$ cat config.mk
export PLATFORM = sky130hd
export DESIGN_NAME = ntile_bucket_assign_unit
export DESIGN_NICKNAME = d
export VERILOG_FILES = /design/src/hdl/nba_pkg.sv /design/src/hdl/nba_divider.sv /design/src/hdl/nba_datapath.sv /design/src/hdl/nba_ctrl.sv /design/src/hdl/ntile_bucket_assign_unit.sv
export SDC_FILE = /design/constraint.sdc
export NUM_CORES = 2
export LEC_CHECK = 0
export BUFFER_PORTS_ARGS = -buffer_cell sky130_fd_sc_hd__buf_2
export CORE_MARGIN = 1
export CORE_UTILIZATION = 65
export CTS_CLUSTER_SIZE = 30
export DETAILED_ROUTE_END_ITERATION = 8
export MAX_ROUTING_LAYER = met4
export PLACE_DENSITY = 0.95
export SLEW_MARGIN = 30
export SYNTH_ARGS = -nofsm -noshare
export SYNTH_HDL_FRONTEND = slang
export SYNTH_HIERARCHICAL = 1
export SYNTH_SLANG_ARGS = --single-unit
export TNS_END_PERCENT = 5
$ cat constraint.sdc
create_clock -name aclk -period 22.4 [get_ports aclk]
set_input_delay 4.48 -clock aclk [delete_from_list [all_inputs] [get_ports aclk]]
set_output_delay 4.48 -clock aclk [all_outputs]
set_load 0.1 [all_outputs]
$ cat src/hdl/nba_pkg.sv
// ----------------------------------------------------------------------------
// nba_pkg
// Shared widths, status codes and controller/datapath interface types for
// the NTILE bucket assignment unit.
// ----------------------------------------------------------------------------
package nba_pkg;

    localparam int ROW_BITS_DEF = 32;   // default width of the row position
    localparam int ROWS_W       = 32;   // partition row count
    localparam int BUCKETS_W    = 33;   // signed bucket count
    localparam int BUCKET_W     = 33;   // result bucket number
    localparam int STATUS_W     = 2;
    localparam int DIVISOR_W    = 33;   // q+1 may reach 2^32

    localparam logic [STATUS_W-1:0] ST_OK   = 2'd0;
    localparam logic [STATUS_W-1:0] ST_NULL = 2'd1;
    localparam logic [STATUS_W-1:0] ST_ERR  = 2'd2;

    // Commands from the controller to the datapath.
    typedef struct packed {
        logic load;         // capture an accepted word and advance the position
        logic div1_start;   // start rows / buckets
        logic qr_load;      // latch quotient and remainder of the first division
        logic mul_en;       // form r * q
        logic div2_start;   // start the bucket division
        logic res_load;     // write the output register
    } nba_cmd_t;

    // Status from the datapath to the controller.
    typedef struct packed {
        logic fast;         // result known without division
        logic div_done;     // divider finished this cycle
    } nba_stat_t;

endpackage

$ cat src/hdl/nba_divider.sv
// ----------------------------------------------------------------------------
// nba_divider
// Radix-2 restoring divider, one quotient bit per cycle. The quotient and
// remainder hold their values after done until the next start.
// ----------------------------------------------------------------------------
module nba_divider #(
    parameter int DW = 32
) (
    input  logic                          aclk,
    input  logic                          aresetn,
    input  logic                          start,
    input  logic [DW-1:0]                 dividend,
    input  logic [nba_pkg::DIVISOR_W-1:0] divisor,
    output logic                          done,
    output logic [DW-1:0]                 quotient,
    output logic [nba_pkg::DIVISOR_W-1:0] remainder
);
    import nba_pkg::*;

    localparam int CNT_W = $clog2(DW + 1);

    logic [DW-1:0]        quo_reg, quo_next;
    logic [DIVISOR_W-1:0] rem_reg, rem_next;
    logic [DIVISOR_W-1:0] dvs_reg;
    logic [CNT_W-1:0]     cnt_reg;
    logic                 busy_reg;
    logic                 done_reg;

    logic [DIVISOR_W:0]   shifted;
    logic [DIVISOR_W:0]   diff;
    logic                 fits;

    always_comb begin
        shifted  = {rem_reg, quo_reg[DW-1]};
        diff     = shifted - {1'b0, dvs_reg};
        fits     = shifted >= {1'b0, dvs_reg};
        // The partial remainder stays below the divisor, so it fits its width.
        rem_next = fits ? diff[DIVISOR_W-1:0] : shifted[DIVISOR_W-1:0];
        quo_next = {quo_reg[DW-2:0], fits};
    end

    always_ff @(posedge aclk) begin
        if (!aresetn) begin
            busy_reg <= 1'b0;
            done_reg <= 1'b0;
            cnt_reg  <= '0;
        end else begin
            done_reg <= 1'b0;
            if (start) begin
                busy_reg <= 1'b1;
                cnt_reg  <= CNT_W'(DW);
            end else if (busy_reg) begin
                cnt_reg <= cnt_reg - CNT_W'(1);
                if (cnt_reg == CNT_W'(1)) begin
                    busy_reg <= 1'b0;
                    done_reg <= 1'b1;
                end
            end
        end
    end

    always_ff @(posedge aclk) begin
        if (start) begin
            quo_reg <= dividend;
            rem_reg <= '0;
            dvs_reg <= divisor;
        end else if (busy_reg) begin
            quo_reg <= quo_next;
            rem_reg <= rem_next;
        end
    end

    assign done      = done_reg;
    assign quotient  = quo_reg;
    assign remainder = rem_reg;

endmodule

$ cat src/hdl/nba_datapath.sv
// ----------------------------------------------------------------------------
// nba_datapath
// Row position counter, input classification, bucket arithmetic around a
// shared divider, and the output register.
// ----------------------------------------------------------------------------
module nba_datapath #(
    parameter int ROW_BITS = nba_pkg::ROW_BITS_DEF
) (
    input  logic                          aclk,
    input  logic                          aresetn,
    input  logic                          first_row,
    input  logic [nba_pkg::ROWS_W-1:0]    partition_rows,
    input  logic [nba_pkg::BUCKETS_W-1:0] buckets,
    input  logic                          buckets_null,
    input  nba_pkg::nba_cmd_t             cmd,
    output nba_pkg::nba_stat_t            stat,
    output logic [nba_pkg::BUCKET_W-1:0]  bucket,
    output logic [nba_pkg::STATUS_W-1:0]  status
);
    import nba_pkg::*;

    localparam int DW  = (ROW_BITS > ROWS_W) ? ROW_BITS : ROWS_W;
    localparam int EXT = (ROW_BITS + 1 > BUCKET_W) ? ROW_BITS + 1 : BUCKET_W;
    localparam int CW  = (ROW_BITS > BUCKET_W) ? ROW_BITS : BUCKET_W;

    logic [ROW_BITS-1:0]  pos_reg;
    logic [ROW_BITS-1:0]  cur_pos_reg;
    logic [ROWS_W-1:0]    rows_reg;
    logic [ROWS_W-1:0]    nb_reg;
    logic                 fast_reg;
    logic [BUCKET_W-1:0]  fast_bucket_reg;
    logic [STATUS_W-1:0]  fast_status_reg;
    logic [ROWS_W-1:0]    q_reg;
    logic [ROWS_W-1:0]    r_reg;
    logic [ROWS_W-1:0]    prod_reg;
    logic [BUCKET_W-1:0]  bucket_reg;
    logic [STATUS_W-1:0]  status_reg;

    logic [ROW_BITS-1:0]  cur_pos;
    logic [ROW_BITS:0]    pos_inc;
    logic [EXT-1:0]       pos_inc_ext;
    logic                 in_fast;
    logic [BUCKET_W-1:0]  in_bucket;
    logic [STATUS_W-1:0]  in_status;

    logic [2*ROWS_W-1:0]  prod_full;
    logic [BUCKET_W-1:0]  boundary;
    logic                 below;
    logic [DW-1:0]        div_dividend;
    logic [DIVISOR_W-1:0] div_divisor;
    logic                 div_done;
    logic [DW-1:0]        div_quo;
    logic [DIVISOR_W-1:0] div_rem;
    logic [DW:0]          quo_inc;

    // Classification of an incoming word, and the bucket when no division
    // is needed. Null wins over the error check.
    always_comb begin
        cur_pos     = first_row ? '0 : pos_reg;
        pos_inc     = {1'b0, cur_pos} + (ROW_BITS+1)'(1);
        pos_inc_ext = EXT'(pos_inc);
        in_fast     = 1'b1;
        in_bucket   = '0;
        in_status   = ST_OK;
        if (buckets_null) begin
            in_status = ST_NULL;
        end else if (buckets[BUCKETS_W-1] || (buckets == '0)) begin
            in_status = ST_ERR;
        end else if (buckets[ROWS_W-1:0] > partition_rows) begin
            in_bucket = pos_inc_ext[BUCKET_W-1:0];
        end else begin
            in_fast = 1'b0;
        end
    end

    always_ff @(posedge aclk) begin
        if (!aresetn) begin
            pos_reg <= '0;
        end else if (cmd.load) begin
            pos_reg <= pos_inc[ROW_BITS-1:0];
        end
    end

    always_ff @(posedge aclk) begin
        if (cmd.load) begin
            cur_pos_reg     <= cur_pos;
            rows_reg        <= partition_rows;
            nb_reg          <= buckets[ROWS_W-1:0];
            fast_reg        <= in_fast;
            fast_bucket_reg <= in_bucket;
            fast_status_reg <= in_status;
        end
    end

    // With q = rows / buckets and r = rows mod buckets, the boundary
    // r*(q+1) = r*q + r never exceeds rows + r, so r*q fits 32 bits.
    always_comb begin
        prod_full = q_reg * r_reg;
        boundary  = {1'b0, prod_reg} + {1'b0, r_reg};
        below     = CW'(cur_pos_reg) < CW'(boundary);
        if (cmd.div2_start) begin
            if (below) begin
                div_dividend = DW'(cur_pos_reg);
                div_divisor  = {1'b0, q_reg} + DIVISOR_W'(1);
            end else begin
                div_dividend = DW'(cur_pos_reg) - DW'(r_reg);
                div_divisor  = {1'b0, q_reg};
            end
        end else begin
            div_dividend = DW'(rows_reg);
            div_divisor  = {1'b0, nb_reg};
        end
        quo_inc = {1'b0, div_quo} + (DW+1)'(1);
    end

    nba_divider #(
        .DW (DW)
    ) u_divider (
        .aclk      (aclk),
        .aresetn   (aresetn),
        .start     (cmd.div1_start | cmd.div2_start),
        .dividend  (div_dividend),
        .divisor   (div_divisor),
        .done      (div_done),
        .quotient  (div_quo),
        .remainder (div_rem)
    );

    always_ff @(posedge aclk) begin
        if (cmd.qr_load) begin
            q_reg <= div_quo[ROWS_W-1:0];
            r_reg <= div_rem[ROWS_W-1:0];
        end
        if (cmd.mul_en) begin
            prod_reg <= prod_full[ROWS_W-1:0];
        end
        if (cmd.res_load) begin
            if (fast_reg) begin
                bucket_reg <= fast_bucket_reg;
                status_reg <= fast_status_reg;
            end else begin
                bucket_reg <= quo_inc[BUCKET_W-1:0];
                status_reg <= ST_OK;
            end
        end
    end

    assign stat.fast     = fast_reg;
    assign stat.div_done = div_done;
    assign bucket        = bucket_reg;
    assign status        = status_reg;

endmodule

$ cat src/hdl/nba_ctrl.sv
// ----------------------------------------------------------------------------
// nba_ctrl
// Sequencer for one row: classify; if division is needed, first division,
// multiply, boundary, bucket division; then load the output register.
// ----------------------------------------------------------------------------
module nba_ctrl (
    input  logic               aclk,
    input  logic               aresetn,
    input  logic               s_tvalid,
    output logic               s_tready,
    output logic               m_tvalid,
    input  logic               m_tready,
    input  nba_pkg::nba_stat_t stat,
    output nba_pkg::nba_cmd_t  cmd
);
    import nba_pkg::*;

    typedef enum logic [6:0] {
        S_IDLE  = 7'b0000001,
        S_CLASS = 7'b0000010,
        S_DIV1  = 7'b0000100,
        S_MUL   = 7'b0001000,
        S_BOUND = 7'b0010000,
        S_DIV2  = 7'b0100000,
        S_OUT   = 7'b1000000
    } state_t;

    state_t state_reg, state_next;
    logic   out_valid_reg, out_valid_next;
    logic   out_free;

    assign out_free = !out_valid_reg || m_tready;

    always_comb begin
        state_next = state_reg;
        cmd        = '0;
        unique case (state_reg)
            S_IDLE: begin
                if (s_tvalid) begin
                    cmd.load   = 1'b1;
                    state_next = S_CLASS;
                end
            end
            S_CLASS: begin
                if (stat.fast) begin
                    state_next = S_OUT;
                end else begin
                    cmd.div1_start = 1'b1;
                    state_next     = S_DIV1;
                end
            end
            S_DIV1: begin
                if (stat.div_done) begin
                    cmd.qr_load = 1'b1;
                    state_next  = S_MUL;
                end
            end
            S_MUL: begin
                cmd.mul_en = 1'b1;
                state_next = S_BOUND;
            end
            S_BOUND: begin
                cmd.div2_start = 1'b1;
                state_next     = S_DIV2;
            end
            S_DIV2: begin
                if (stat.div_done) begin
                    state_next = S_OUT;
                end
            end
            S_OUT: begin
                if (out_free) begin
                    cmd.res_load = 1'b1;
                    state_next   = S_IDLE;
                end
            end
            default: begin
                state_next = S_IDLE;
            end
        endcase
    end

    always_comb begin
        out_valid_next = out_valid_reg;
        if (cmd.res_load) begin
            out_valid_next = 1'b1;
        end else if (m_tready) begin
            out_valid_next = 1'b0;
        end
    end

    always_ff @(posedge aclk) begin
        if (!aresetn) begin
            state_reg     <= S_IDLE;
            out_valid_reg <= 1'b0;
        end else begin
            state_reg     <= state_next;
            out_valid_reg <= out_valid_next;
        end
    end

    assign s_tready = (state_reg == S_IDLE);
    assign m_tvalid = out_valid_reg;

endmodule

$ cat src/hdl/ntile_bucket_assign_unit.sv
// ----------------------------------------------------------------------------
// ntile_bucket_assign_unit
// NTILE window function: assigns each row of a partition its bucket number.
//
//   channel  | direction | tdata                          | tuser
//   ---------+-----------+--------------------------------+---------------------
//   s_       | in        | partition_rows, buckets        | first_row, buckets_null
//   m_       | out       | bucket                         | status
//
// A row that needs no division (null count, count below one, count above the
// row count) goes from classification straight to the output register; any
// other row first makes two passes through the shared radix-2 divider. The
// next row is accepted, at the earliest, in the cycle after the previous row is
// written to the output register. A stalled sink holds the row in the output
// stage and blocks the input. Reset clears position and valid.
// ----------------------------------------------------------------------------
module ntile_bucket_assign_unit #(
    parameter int ROW_BITS = nba_pkg::ROW_BITS_DEF
) (
    input  logic        aclk,
    input  logic        aresetn,
    input  logic        s_tvalid,
    output logic        s_tready,
    input  logic [71:0] s_tdata,   // [31:0] partition_rows, [64:32] buckets, zero pad
    input  logic [1:0]  s_tuser,   // [0] first_row, [1] buckets_null
    output logic        m_tvalid,
    input  logic        m_tready,
    output logic [39:0] m_tdata,   // [32:0] bucket, zero pad
    output logic [1:0]  m_tuser    // [1:0] status
);
    import nba_pkg::*;

    nba_cmd_t            cmd;
    nba_stat_t           stat;
    logic [BUCKET_W-1:0] bucket;
    logic [STATUS_W-1:0] status;

    nba_ctrl u_ctrl (
        .aclk     (aclk),
        .aresetn  (aresetn),
        .s_tvalid (s_tvalid),
        .s_tready (s_tready),
        .m_tvalid (m_tvalid),
        .m_tready (m_tready),
        .stat     (stat),
        .cmd      (cmd)
    );

    nba_datapath #(
        .ROW_BITS (ROW_BITS)
    ) u_datapath (
        .aclk           (aclk),
        .aresetn        (aresetn),
        .first_row      (s_tuser[0]),
        .partition_rows (s_tdata[31:0]),
        .buckets        (s_tdata[64:32]),
        .buckets_null   (s_tuser[1]),
        .cmd            (cmd),
        .stat           (stat),
        .bucket         (bucket),
        .status         (status)
    );

    assign m_tdata = {7'd0, bucket};
    assign m_tuser = status;

endmodule
==> run summary <==
Status: completed
Vias per cell: 6.39
Post-placement setup slack: 14.08 ns
Hold-fix buffers at CTS: 0
Max cap viols: 0
First-iteration detailed-routing DRC count: 3956
Synth Area in Simple Gates: 0.172
Global-route wire length before repair: 177 mm
RSZ-0062 raised after global routing: no
Final Hold Fails: 0
WS Path Type: flip-flop to flip-flop
Most frequent cells in the layout: 579 x inv_1, 428 x nand2_1, 411 x fa_1
Row count: 90
CTS tree: done
Max Slew Vio Count: 0
CP most frequent cell: fa_1
Post-route ant nets: 0
H-tree depth: 2
Area contributors post-synth: edfxtp_1 25%, fa_1 21%, ha_1 9.0%, inv_1 5.4%, and2_1 4.8%
Drc violations: 0
Post-synthesis cell type count: 101
Die H: 250 um
CP delay by family, top: adder cells
Crit. End Element: flip-flop
Post-synth top area cell: edfxtp_1
Area share of fa/ha/maj cells after synthesis: 0.295
Compound-Gate Fraction of Synth Area: 0.0992
Register bit count reported by yosys: 409
Setup ws final: 13.94 ns
# fillers: 3975
Final period utilization: 0.378
Clk buf depth: 3
Via count: 31939
Largest net degree at the start of global routing: 72
Avg Inst Size Synth: 9.57 um^2
Sequential fraction of the synthesis area: 0.286
# resized after CTS: 0
Horiz. Die Dim: 250 um
Overflow left after global routing: 0
CTS sink count: 409
Area growth from synthesis to layout: 5.91%
Pwr per Cell Area: 57.7 nW/um^2
GPL Wtd Cong: 0.963
Initial antenna violation count: 3
Register area: 11500 um^2
M2 GR Usage: 0.592
PnR Total Power: 2.45 mW
Setup bufs post-CTS: 0
Slew headroom: 0.307
Startpoint types: flip-flop
Core area: 60700 um^2
Final wirelength: 114 mm
Final nets: 4959
Post-synthesis xor/xnor area fraction: 0.0542
CP bufs+invs: 5
Die area: 62700 um^2
Synthesis Warnings: 6
EDFF count, synth: 328
Drt first pass iters: 8
Highest net fanout along the worst path: 19
Share of cells above drive strength 1: 0.0736
Ys async rst share: 0
Clock transition at path regs: 0.07 ns
Top_reg_cell synth: edfxtp_1
DP HPWL: 81.7 mm
WL per Instance: 22.8 um
Layout Utilization: 0.699
Setup TNS: 0 ns
F_max: 118 MHz
Tot GR Track Use: 0.377
Starting density of the core: 0.660
Layout Skew: 0.0178 ns
Worst Max-Slew Pin Slew: 1.04 ns
Vias in the first global route: 32584
Slowest-stage cell, CP: edfxtp_1
CTS root buf: clkbuf_16
Worst hold-check path type: flip-flop to flip-flop
# IOs: 122
WP data arrival: 8.75 ns
Crit path required time: 22.69 ns
Max VDD drop: 0.0777 mV
CP max stage delay: 0.83 ns
Multiplexer share of the synthesized area: 0.0171
Combinational family with the most area after synthesis: adder cells
Post-Syn Area: 40100 um^2
Total CTS buffers: 38
Area share of the largest cell type after synthesis: 0.246
Area of the multi-input gates: 25600 um^2
GRT met1 Usage: 0.458
Final setup vio count: 0
GRT Max-Usage Layer: met2
Minimum clock period: 8.46 ns
Clk_lat worst skew: 0.56 ns
Mapped Cells: 4188
Met3 usage in global routing: 0.0622
Port bufs: 107
Pleak: 18.3 nW
Commonest non-fill, non-tap cell in the layout: inv_1
Cells along the critical path: buf_4 -> and2_1 -> fa_1 -> fa_1 -> inv_1 -> fa_1 -> fa_1 -> inv_1 -> ha_1 -> ha_1 -> fa_1 -> inv_1 -> fa_1 -> inv_1 -> ha_1 -> a21oi_1 -> o211a_1 -> o31ai_1 -> a221o_1 -> a21oi_1 -> o21bai_1 -> a221oi_1 -> or3_1 -> nand4_1
==> cell usage after synthesis, drive strengths merged, types with 15 or more instances <==
| cell | count |
|---|---|
| fa | 411 |
| a21o | 40 |
| mux2 | 40 |
| and2 | 308 |
| nor2 | 226 |
| o21a | 36 |
| a211oi | 37 |
| a21oi | 179 |
| o21ai | 154 |
| a21boi | 18 |
| nand2b | 24 |
| nand3 | 63 |
| a31oi | 31 |
| or3 | 20 |
| ha | 287 |
| inv | 580 |
| xor2 | 93 |
| edfxtp | 328 |
| and3 | 37 |
| nor4 | 26 |
| nand2 | 428 |
| xnor2 | 155 |
| o211ai | 15 |
| buf | 39 |
| clkbuf | 170 |
| nor3 | 53 |
| mux2i | 23 |
| nand4 | 58 |
| nor2b | 73 |
| dfxtp | 81 |
==> final cells by class <==
cell class / instances / share of cell area
Antenna cell: 2 / 0.000118
Tap cell: 782 / 0.0230
Sequential cell: 409 / 0.270
Multi-Input combinational cell: 2996 / 0.603
Clock inverter: 18 / 0.00380
Timing Repair Buffer: 158 / 0.0227
Inverter: 580 / 0.0513
Clock buffer: 50 / 0.0254
==> cell families after synthesis <==
| logic type | after synthesis |
|---|---|
| AO/OA/AOI/OAI | 616 |
| XOR/XNOR | 248 |
| adder cells (fa/ha/maj) | 698 |
| buffers and inverters | 789 |
| flip-flops | 409 |
| multiplexers | 63 |
| AND/OR/NAND/NOR | 1364 |
| other | 1 |
==> final timing paths <==
path | startpoint | endpoint | cells past startpoint | slack, ns
worst max register to register | u_datapath/q_reg[7] | u_datapath/prod_reg[30] | 24 | 13.94
worst min register to register | u_datapath/u_divider/remainder[23] | u_datapath/r_reg[23] | 0 | 0.48
worst max-delay path | u_datapath/q_reg[7] | u_datapath/prod_reg[30] | 24 | 13.94
worst min-delay path | u_datapath/u_divider/remainder[23] | u_datapath/r_reg[23] | 0 | 0.48
==> power breakdown <==
group          internal [mW]  switching [mW]  total, mW
Clock                  0.365           0.292      0.657
Sequential             0.945          0.0863       1.03
Combinational          0.281           0.481      0.762
==> layer usage <==
| layer | share of wire | up-vias |
|---|---|---|
| met5 | 0 | - |
| met4 | 0.076 | 0 |
| met3 | 0.12 | 611 |
| met2 | 0.46 | 2297 |
| met1 | 0.34 | 15231 |
| li1 | - | 13800 |
==> metrics by stage <==
step	hold slack, ns	cell area (um^2)	std cells
after floorplan	0.437	40100	4194
after detailed placement	0.466	41200	4923
after CTS	0.482	42400	4991
final	0.485	42500	4995
after global routing	0.512	42500	4995
after global placement	0.455	41100	4922
==> worst register-to-register path, delay by kind of cell (launching register included) <==
| kind | cells | cell delay, ns |
|---|---|---|
| DFF | 1 | 0.83 |
| and+or+nand+nor | 3 | 0.51 |
| buffers and inverters | 5 | 0.65 |
| adders and majority gates | 9 | 4.14 |
| AOI/OAI and AO/OA | 7 | 2.09 |
Power figures use the tool's default switching activity.
